File: config.mk
export PLATFORM = sky130hd
export DESIGN_NAME = stack_machine_primitive_unit
export DESIGN_NICKNAME = d
export VERILOG_FILES = /design/src/sv/smpu_pkg.sv /design/src/sv/smpu_divider.sv /design/src/sv/smpu_datapath.sv /design/src/sv/smpu_ctrl.sv /design/src/sv/stack_machine_primitive_unit.sv
export SDC_FILE = /design/constraint.sdc
export NUM_CORES = 2
export LEC_CHECK = 0
export ABC_AREA = 1
export BUFFER_PORTS_ARGS = -buffer_cell sky130_fd_sc_hd__buf_2
export CORE_MARGIN = 4
export CORE_UTILIZATION = 40
export DETAILED_ROUTE_END_ITERATION = 16
export SLEW_MARGIN = 20
export SYNTH_ARGS = -nofsm -noshare
export SYNTH_HDL_FRONTEND = slang
export SYNTH_SLANG_ARGS = --single-unit
File: constraint.sdc
create_clock -name clk -period 20.7 [get_ports clk]
set_clock_uncertainty 0.05 [all_clocks]
set_input_delay 2.07 -clock clk [delete_from_list [all_inputs] [get_ports clk]]
set_output_delay 2.07 -clock clk [all_outputs]
set_load 0.01 [all_outputs]
File: src/sv/smpu_pkg.sv
`timescale 1ns / 1ps
package smpu_pkg;

	localparam int STACK_DEPTH = 64;
	localparam int CELL_BITS = 32;
	localparam int ADDR_BITS = $clog2(STACK_DEPTH);
	localparam int DEPTH_BITS = $clog2(STACK_DEPTH + 1);
	localparam int DIV_CNT_BITS = $clog2(CELL_BITS + 1);

	typedef logic [CELL_BITS-1:0] cell_t;
	typedef logic [DEPTH_BITS-1:0] depth_t;
	typedef logic [ADDR_BITS-1:0] addr_t;

	localparam logic [4:0] OP_PUSH = 5'd0;
	localparam logic [4:0] OP_DOT = 5'd1;
	localparam logic [4:0] OP_CR = 5'd2;
	localparam logic [4:0] OP_DUP = 5'd3;
	localparam logic [4:0] OP_SWAP = 5'd4;
	localparam logic [4:0] OP_OVER = 5'd5;
	localparam logic [4:0] OP_ROT = 5'd6;
	localparam logic [4:0] OP_EMIT = 5'd7;
	localparam logic [4:0] OP_MOD = 5'd8;
	localparam logic [4:0] OP_AND = 5'd9;
	localparam logic [4:0] OP_OR = 5'd10;
	localparam logic [4:0] OP_INVERT = 5'd11;
	localparam logic [4:0] OP_DROP = 5'd12;
	localparam logic [4:0] OP_ADD = 5'd13;
	localparam logic [4:0] OP_SUB = 5'd14;
	localparam logic [4:0] OP_MUL = 5'd15;
	localparam logic [4:0] OP_DIV = 5'd16;
	localparam logic [4:0] OP_EQ = 5'd17;
	localparam logic [4:0] OP_LT = 5'd18;
	localparam logic [4:0] OP_GT = 5'd19;

	localparam logic [1:0] KIND_NONE = 2'd0;
	localparam logic [1:0] KIND_NUM = 2'd1;
	localparam logic [1:0] KIND_CHAR = 2'd2;

	localparam logic [1:0] ST_OK = 2'd0;
	localparam logic [1:0] ST_UNDER = 2'd1;
	localparam logic [1:0] ST_OVER = 2'd2;
	localparam logic [1:0] ST_DIVZ = 2'd3;

	localparam logic [31:0] NEWLINE = 32'd10;

	typedef struct packed {
		logic [4:0] opcode;
		logic signed [31:0] literal;
	} req_t;

	typedef struct packed {
		logic [1:0] print_kind;
		logic signed [31:0] print_value;
		logic [1:0] status;
		logic [6:0] stack_depth_out;
	} res_t;

	typedef enum logic [2:0] {
		S_IDLE, S_RD0, S_RD1, S_RD2, S_EXEC, S_DIV, S_WB
	} state_t;

	// commands from controller to datapath
	typedef struct packed {
		logic load;
		logic rd_a;
		logic rd_b;
		logic rd_c;
		logic exec;
		logic div_start;
		logic writeback;
	} cmd_t;

	typedef struct packed {
		logic need_div;
		logic div_done;
	} sts_t;

	function automatic logic [1:0] need_of(input logic [4:0] op);
		case (op) inside
			OP_DOT, OP_DUP, OP_EMIT, OP_INVERT, OP_DROP: need_of = 2'd1;
			OP_SWAP, OP_OVER, OP_MOD, OP_AND, OP_OR, [OP_ADD:OP_GT]: need_of = 2'd2;
			OP_ROT: need_of = 2'd3;
			default: need_of = 2'd0;
		endcase
	endfunction

	function automatic logic grow_of(input logic [4:0] op);
		grow_of = (op == OP_PUSH) || (op == OP_DUP) || (op == OP_OVER);
	endfunction

endpackage

File: src/sv/smpu_divider.sv
`timescale 1ns / 1ps
module smpu_divider import smpu_pkg::*; (
	input  logic  clk,
	input  logic  arst_n,
	input  logic  start,
	input  cell_t dividend,
	input  cell_t divisor,
	output logic  done,
	output cell_t quot,
	output cell_t rem
);
	logic [DIV_CNT_BITS-1:0] cnt_q;
	logic running_q;
	cell_t dvs_q, quo_q;
	logic [CELL_BITS:0] rem_q;
	logic neg_q_q, neg_r_q;
	cell_t ma, mb;
	logic [CELL_BITS:0] trial;

	assign mb = dividend[CELL_BITS-1] ? cell_t'(-dividend) : dividend;
	assign ma = divisor[CELL_BITS-1] ? cell_t'(-divisor) : divisor;
	assign trial = {rem_q[CELL_BITS-1:0], quo_q[CELL_BITS-1]} - {1'b0, dvs_q};

	always_ff @(posedge clk or negedge arst_n) begin
		if (!arst_n) begin
			running_q <= 1'b0;
			cnt_q <= '0;
		end else if (start) begin
			running_q <= 1'b1;
			cnt_q <= DIV_CNT_BITS'(CELL_BITS);
		end else if (running_q) begin
			cnt_q <= cnt_q - 1'b1;
			if (cnt_q == DIV_CNT_BITS'(1)) running_q <= 1'b0;
		end
	end

	// restoring division, one quotient bit a cycle
	always_ff @(posedge clk) begin
		if (start) begin
			quo_q <= mb;
			dvs_q <= ma;
			rem_q <= '0;
			neg_q_q <= dividend[CELL_BITS-1] ^ divisor[CELL_BITS-1];
			neg_r_q <= dividend[CELL_BITS-1];
		end else if (running_q) begin
			if (!trial[CELL_BITS]) begin
				rem_q <= trial;
				quo_q <= {quo_q[CELL_BITS-2:0], 1'b1};
			end else begin
				rem_q <= {rem_q[CELL_BITS-1:0], quo_q[CELL_BITS-1]};
				quo_q <= {quo_q[CELL_BITS-2:0], 1'b0};
			end
		end
	end

	assign done = running_q && (cnt_q == DIV_CNT_BITS'(1));
	assign quot = neg_q_q ? cell_t'(-quo_q) : quo_q;
	assign rem = neg_r_q ? cell_t'(-rem_q[CELL_BITS-1:0]) : rem_q[CELL_BITS-1:0];
endmodule

File: src/sv/smpu_datapath.sv
`timescale 1ns / 1ps
module smpu_datapath import smpu_pkg::*; (
	input  logic clk,
	input  logic arst_n,
	input  req_t req,
	input  cmd_t cmd,
	output sts_t sts,
	output res_t res
);
	cell_t mem [STACK_DEPTH];
	cell_t rdata_q, a_q, b_q, c_q, bin_res, pval;
	logic [4:0] op_q;
	cell_t lit_q;
	depth_t depth_q;
	logic [1:0] stat_q, pkind, stat_d;
	logic [1:0] wcnt_q;
	logic [CELL_BITS-1:0] prod_q;
	logic div_done;
	cell_t quot, rem;
	addr_t raddr;
	logic [1:0] need;

	assign need = need_of(op_q);

	// the cycle after rd_x the read data lands in rdata_q
	always_comb begin
		raddr = addr_t'(depth_q - 1'b1);
		if (cmd.rd_b) raddr = addr_t'(depth_q - 2'd2);
		if (cmd.rd_c) raddr = addr_t'(depth_q - 2'd3);
	end

	logic rd_a_q, rd_b_q, rd_c_q;
	always_ff @(posedge clk) begin
		rdata_q <= mem[raddr];
		rd_a_q <= cmd.rd_a;
		rd_b_q <= cmd.rd_b;
		rd_c_q <= cmd.rd_c;
		if (rd_a_q) a_q <= rdata_q;
		if (rd_b_q) b_q <= rdata_q;
		if (rd_c_q) c_q <= rdata_q;
	end

	smpu_divider u_div (
		.clk(clk), .arst_n(arst_n), .start(cmd.div_start),
		.dividend(b_q), .divisor(a_q), .done(div_done), .quot(quot), .rem(rem)
	);

	// fault check, valid in the exec cycle
	always_comb begin
		if (depth_q < depth_t'(need)) stat_d = ST_UNDER;
		else if (grow_of(op_q) && depth_q >= depth_t'(STACK_DEPTH)) stat_d = ST_OVER;
		else if ((op_q == OP_DIV || op_q == OP_MOD) && a_q == '0) stat_d = ST_DIVZ;
		else stat_d = ST_OK;
	end

	assign sts.need_div = (stat_d == ST_OK) && ((op_q == OP_DIV) || (op_q == OP_MOD));
	assign sts.div_done = div_done;

	// depth moves once, in the first writeback cycle
	always_ff @(posedge clk or negedge arst_n) begin
		if (!arst_n) depth_q <= '0;
		else if (cmd.writeback && stat_q == ST_OK && wcnt_q == 2'd0) begin
			case (op_q) inside
				OP_PUSH, OP_DUP, OP_OVER: depth_q <= depth_q + 1'b1;
				OP_DOT, OP_EMIT, OP_DROP, OP_MOD, OP_AND, OP_OR,
				[OP_ADD:OP_GT]: depth_q <= depth_q - 1'b1;
				default: depth_q <= depth_q;
			endcase
		end
	end

	always_ff @(posedge clk) begin
		if (cmd.load) begin
			op_q <= req.opcode;
			lit_q <= cell_t'(req.literal);
		end
		if (cmd.exec) begin
			prod_q <= b_q * a_q;
			stat_q <= stat_d;
		end
	end

	// result for binary ops, settled by the first writeback cycle
	always_comb begin
		case (op_q)
			OP_MOD: bin_res = rem;
			OP_DIV: bin_res = quot;
			OP_AND: bin_res = b_q & a_q;
			OP_OR: bin_res = b_q | a_q;
			OP_ADD: bin_res = b_q + a_q;
			OP_SUB: bin_res = b_q - a_q;
			OP_MUL: bin_res = prod_q;
			OP_EQ: bin_res = (b_q == a_q) ? '1 : '0;
			OP_LT: bin_res = ($signed(b_q) < $signed(a_q)) ? '1 : '0;
			OP_GT: bin_res = ($signed(a_q) < $signed(b_q)) ? '1 : '0;
			default: bin_res = '0;
		endcase
	end

	// wcnt_q counts the writeback cycles, at most one write a cycle
	always_ff @(posedge clk or negedge arst_n) begin
		if (!arst_n) wcnt_q <= '0;
		else if (cmd.writeback) wcnt_q <= wcnt_q + 1'b1;
		else wcnt_q <= '0;
	end

	logic we;
	addr_t waddr;
	cell_t wdata;
	always_comb begin
		we = 1'b0;
		waddr = addr_t'(depth_q);
		wdata = a_q;
		if (cmd.writeback && stat_q == ST_OK && wcnt_q == 2'd0) begin
			case (op_q) inside
				OP_PUSH: begin we = 1'b1; wdata = lit_q; end
				OP_DUP: we = 1'b1;
				OP_OVER: begin we = 1'b1; wdata = b_q; end
				OP_SWAP, OP_ROT: begin
					we = 1'b1; waddr = addr_t'(depth_q - 1'b1);
					wdata = (op_q == OP_SWAP) ? b_q : c_q;
				end
				OP_INVERT: begin we = 1'b1; waddr = addr_t'(depth_q - 1'b1); wdata = ~a_q; end
				OP_MOD, OP_AND, OP_OR, [OP_ADD:OP_GT]: begin
					we = 1'b1; waddr = addr_t'(depth_q - 2'd2); wdata = bin_res;
				end
				default: we = 1'b0;
			endcase
		end
	end

	// the remaining swap/rot writes follow the first one: one more for swap, two for rot
	logic we2;
	addr_t waddr2;
	cell_t wdata2;
	always_comb begin
		we2 = 1'b0;
		waddr2 = addr_t'(depth_q - 2'd2);
		wdata2 = a_q;
		if (cmd.writeback && stat_q == ST_OK && wcnt_q == 2'd1
			&& (op_q == OP_SWAP || op_q == OP_ROT)) we2 = 1'b1;
		if (cmd.writeback && stat_q == ST_OK && wcnt_q == 2'd2 && op_q == OP_ROT) begin
			we2 = 1'b1; waddr2 = addr_t'(depth_q - 2'd3); wdata2 = b_q;
		end
	end

	always_ff @(posedge clk) begin
		if (we) mem[waddr] <= wdata;
		else if (we2) mem[waddr2] <= wdata2;
	end

	always_comb begin
		pkind = KIND_NONE;
		pval = '0;
		if (stat_q == ST_OK) begin
			case (op_q)
				OP_DOT: begin pkind = KIND_NUM; pval = a_q; end
				OP_EMIT: begin pkind = KIND_CHAR; pval = a_q; end
				OP_CR: begin pkind = KIND_CHAR; pval = NEWLINE; end
				default: pkind = KIND_NONE;
			endcase
		end
	end

	assign res.print_kind = pkind;
	assign res.print_value = pval;
	assign res.status = stat_q;
	assign res.stack_depth_out = 7'(depth_q);
endmodule

File: src/sv/smpu_ctrl.sv
`timescale 1ns / 1ps
module smpu_ctrl import smpu_pkg::*; (
	input  logic clk,
	input  logic arst_n,
	input  logic start,
	input  sts_t sts,
	output cmd_t cmd,
	output logic busy,
	output logic done
);
	state_t state_q, state_d;
	logic [1:0] wb_q;

	always_ff @(posedge clk or negedge arst_n) begin
		if (!arst_n) begin
			state_q <= S_IDLE;
			wb_q <= '0;
		end else begin
			state_q <= state_d;
			wb_q <= (state_q == S_WB) ? wb_q + 1'b1 : 2'd0;
		end
	end

	always_comb begin
		state_d = state_q;
		case (state_q)
			S_IDLE: if (start) state_d = S_RD0;
			S_RD0: state_d = S_RD1;
			S_RD1: state_d = S_RD2;
			S_RD2: state_d = S_EXEC;
			S_EXEC: state_d = sts.need_div ? S_DIV : S_WB;
			S_DIV: if (sts.div_done) state_d = S_WB;
			S_WB: if (wb_q == 2'd2) state_d = S_IDLE;
			default: state_d = S_IDLE;
		endcase
	end

	always_comb begin
		cmd = '0;
		busy = (state_q != S_IDLE);
		done = 1'b0;
		case (state_q)
			S_IDLE: cmd.load = start;
			S_RD0: cmd.rd_a = 1'b1;
			S_RD1: cmd.rd_b = 1'b1;
			S_RD2: cmd.rd_c = 1'b1;
			S_EXEC: begin cmd.exec = 1'b1; cmd.div_start = 1'b1; end
			S_DIV: cmd.div_start = 1'b0;
			S_WB: begin cmd.writeback = 1'b1; done = (wb_q == 2'd2); end
			default: cmd = '0;
		endcase
	end
endmodule

File: src/sv/stack_machine_primitive_unit.sv
`timescale 1ns / 1ps
// forth data-stack primitive unit
// request: drive req (opcode, literal) and raise start while busy is low;
// the request is taken at that edge and busy rises the next cycle.
// result: rsp is valid for exactly one cycle, marked by done; the receiver
// cannot stall, so it must take it in that cycle.
// sequence: three stack reads, the check, then writeback; div and mod wait
// between the check and writeback for the one-bit-per-cycle restoring
// divider. one request at a time: the next is taken once busy falls after done.
// errors (underflow, overflow, zero divisor) report status, stack unchanged.
// reset clears the stack depth and the controller; cell memory is not
// cleared; only cells below the depth are used, and those are written first.
// opcodes above 19 do nothing and report ok.
module stack_machine_primitive_unit import smpu_pkg::*; (
	input  logic clk,
	input  logic arst_n,
	input  logic start,
	input  req_t req,
	output logic busy,
	output logic done,
	output res_t rsp
);
	cmd_t cmd;
	sts_t sts;

	smpu_ctrl u_ctrl (
		.clk(clk), .arst_n(arst_n), .start(start), .sts(sts),
		.cmd(cmd), .busy(busy), .done(done)
	);

	smpu_datapath u_dp (
		.clk(clk), .arst_n(arst_n), .req(req), .cmd(cmd), .sts(sts), .res(rsp)
	);
endmodule
==> results.py <==
metrics = {
    "route": {
        "via_per_inst": 5.52,
        "ant_nets": 0,
        "routedWlPerCell_um": 25.7,
        "dr.pass1.iters": 6,
        "via_count": 91184,
        "wl_mm": 425,
        "drc": 0,
        "drt_iter0_drc": 11014,
    },
    "setup_path": {
        "arrival_ps": 8500,
        "end_kind": "flip-flop",
        "path_max_fanout": 18,
        "critPathLaunchType": "flip-flop",
        "cp_data_required_time_ps": 21270,
        "worstSetupPathType": "flip-flop to flip-flop",
        "slowest_delay_ps": 830,
        "critical-path-top-delay-family": "adder cells",
        "cpMostUsedCell": "fa_1",
        "critPathBufInv": 5,
        "cpMaxStageDelayCell": "edfxtp_1",
    },
    "sta": {
        "rsz0062_at_grt": "false",
        "worst_pin_slew_ps": 1220,
        "period_share": 0.383,
        "setup_viol": 0,
        "max_slew_margin": 0.178,
        "drv_slew": 0,
        "period_minus_slack_ps": 7930,
        "finalHoldViolCount": 0,
        "tns_ps": 0,
        "max_freq_ghz": 0.126,
    },
    "synthesis": {
        "syn_nets": 12913,
        "ys.flop_type": "edfxtp_1",
        "ys_ff_latch": 2369,
        "synth_area_leader_cell": "edfxtp_1",
        "ys_top_cells_by_area": "edfxtp_1, nand2_1, fa_1, inv_1, o21ai_0",
        "synth_common_cells": "edfxtp_1, nand2_1, inv_1, o21ai_0, nor2_1",
        "syn_inst": 12162,
        "synth.top_cell.area_share": 0.538,
        "syn-mean-instance-area_sq_um": 10.5,
        "synth.distinct_cells": 58,
        "syn_area_sq_um": 127000,
        "async_flop_share": 0.00886,
        "yosysWarnings": 0,
        "synth.most_common_cell": "edfxtp_1",
        "synth_edf_count": 2281,
        "seq_area_frac_synth": 0.553,
    },
    "placement": {
        "globalplace.congestion": 1.01,
        "io_buffers": 84,
        "hpwl_mm": 275,
    },
    "final_layout": {
        "drive_above_1_share": 0.117,
        "n_fill_cell": 29383,
        "final_util": 0.447,
        "syn2layout_area_growth_pct": 11.0,
        "fin_nets": 12884,
    },
    "global_route": {
        "grt.total_usage": 0.254,
        "antenna_found_initial": 31,
        "grt_pass1_vias": 86183,
        "grt_max_degree": 177,
        "grt_pass1_wl_mm": 608,
        "overflow": 0,
    },
    "clock_tree": {
        "clock-root-buffer": "clkbuf_16",
        "cts_sinks": 2369,
        "cts_tree": "done",
        "clkLatencyLatePin_ps": 910,
        "htreeDepth": 5,
        "cts_inserted_buffers": 266,
        "ctsLongestPathBuffers": 4,
        "hold_buffers": 0,
        "clk_pin_slew_ps": 60,
        "post_cts_buffers": 0,
        "cts_resized": 0,
    },
    "hold_path": {
        "hold_path_class": "flip-flop to flip-flop",
    },
    "die": {
        "core_area_sq_um": 316000,
        "fp.dieH_um": 572,
        "start_util": 0.403,
        "dieArea_sq_um": 327000,
        "fp-row-count": 206,
        "io_pins": 85,
        "die_w_um": 572,
    },
    "status": {
        "status": "finished, final reports clean",
    },
    "job": {
        "drv_cap": 0,
    },
}
[cells by family after synthesis]
logic type,Yosys count,synth area share
XOR/XNOR,186,0.0129
buffers and inverters,2564,0.0784
AO/OA/AOI/OAI,2382,0.109
multiplexers,454,0.0402
AND/OR/NAND/NOR,3496,0.113
adder cells (fa/ha/maj),711,0.0942
flip-flops,2369,0.553
[state kept, by name, summed over array words and instances, names as in the netlist, 5 cells and up]
name,cells
u_dp.depth_q,7
u_dp.mem,2048
u_dp.op_q,5
u_dp.lit_q,32
u_dp.rdata_q,32
u_dp.u_div.cnt_q,6
u_dp.u_div.quo_q,32
u_dp.c_q,32
u_dp.a_q,32
u_dp.prod_q,32
u_dp.u_div.rem_q,32
u_dp.u_div.dvs_q,32
u_dp.b_q,32
[routing by layer]
| layer | wire length, um | track usage |
|---|---|---|
| met1 | 179000 | 0.358 |
| met2 | 189000 | 0.394 |
| met3 | 37400 | 0.0399 |
| met4 | 19100 | 0.0993 |
| met5 | 24 | 0 |
[worst register-to-register path: stages, from the launching register on]
cell	delay (ps)
edfxtp_1	830
buf_4	410
nand2_1	130
fa_1	520
inv_1	50
fa_1	470
fa_1	510
inv_1	50
fa_1	490
inv_1	40
ha_1	270
ha_1	300
fa_1	500
fa_1	420
ha_1	350
a21oi_1	160
a21boi_0	230
nand2_1	70
o21bai_1	250
a21boi_0	410
o21bai_1	180
a21boi_0	480
o21bai_1	180
nand2_1	90
inv_1	40
o21ai_0	130
nand2_1	80
[stage by stage]
stage,cells,worst slack (ps),area [sq um],hold WS [ps]
global placement,16023,12830,133000,367
floorplan,12162,13770,127000,353
finish,16508,12770,141000,373
CTS,16494,12800,141000,372
detailed placement,16023,12800,133000,364
global route,16496,12390,141000,415
[layout by cell type (no fill, tap or decap), types with 14 or more instances in the layout]
cell type,n
edfxtp_1,2281
nand2_1,2184
inv_1,1879
o21ai_0,1102
a21oi_1,511
nor2_1,509
mux2_2,454
fa_1,411
nand3_1,360
ha_1,300
clkbuf_16,275
buf_4,271
o211ai_1,251
a31oi_1,128
nor3_1,128
xor2_1,125
or2_2,120
o211a_1,112
buf_2,84
nor2_4,72
clkbuf_1,71
dfxtp_1,67
xnor2_1,60
o22ai_1,60
clkinv_1,59
o21ai_1,46
a211oi_1,40
clkinv_2,38
nand2_2,36
nand4_1,35
a221oi_1,35
dfrtp_1,21
o21bai_1,19
bufinv_16,18
inv_2,15
a21o_1,15
nor4_1,14
[area by class of cell]
type	instances	area (sq um)	area share
flip-flops and latches	2369	70400	0.498
multi-input cells	7229	47700	0.337
inverters	1907	7170	0.0508
clock buffers	346	7150	0.0506
well taps	4160	5200	0.0369
repair buffers	360	2550	0.0181
clock inverters	125	1120	0.00793
diodes	12	30.0	0.000213
[worst paths after layout]
kind                                     startpoint                           to  slack, ps  depth (start not counted)
setup / recovery              u_dp.b_q[8]$_DFFE_PP_    u_dp.prod_q[29]$_DFFE_PP_      12770                         26
hold / removal             u_ctrl.wb_q[0]$_DFF_PN0_     u_ctrl.wb_q[0]$_DFF_PN0_        370                          1
setup reg to reg              u_dp.b_q[8]$_DFFE_PP_    u_dp.prod_q[29]$_DFFE_PP_      12770                         26
hold reg to reg            u_ctrl.wb_q[0]$_DFF_PN0_     u_ctrl.wb_q[0]$_DFF_PN0_        370                          1
max in group asynchronous                    arst_n  u_dp.depth_q[3]$_DFFE_PN0P_      19110                          1
min in group asynchronous                    arst_n     u_ctrl.wb_q[0]$_DFF_PN0_       1120                          1
Power is left out: the tool's default activity adds up to more than one toggle a clock period on the data nets, which glitch-free logic cannot reach.
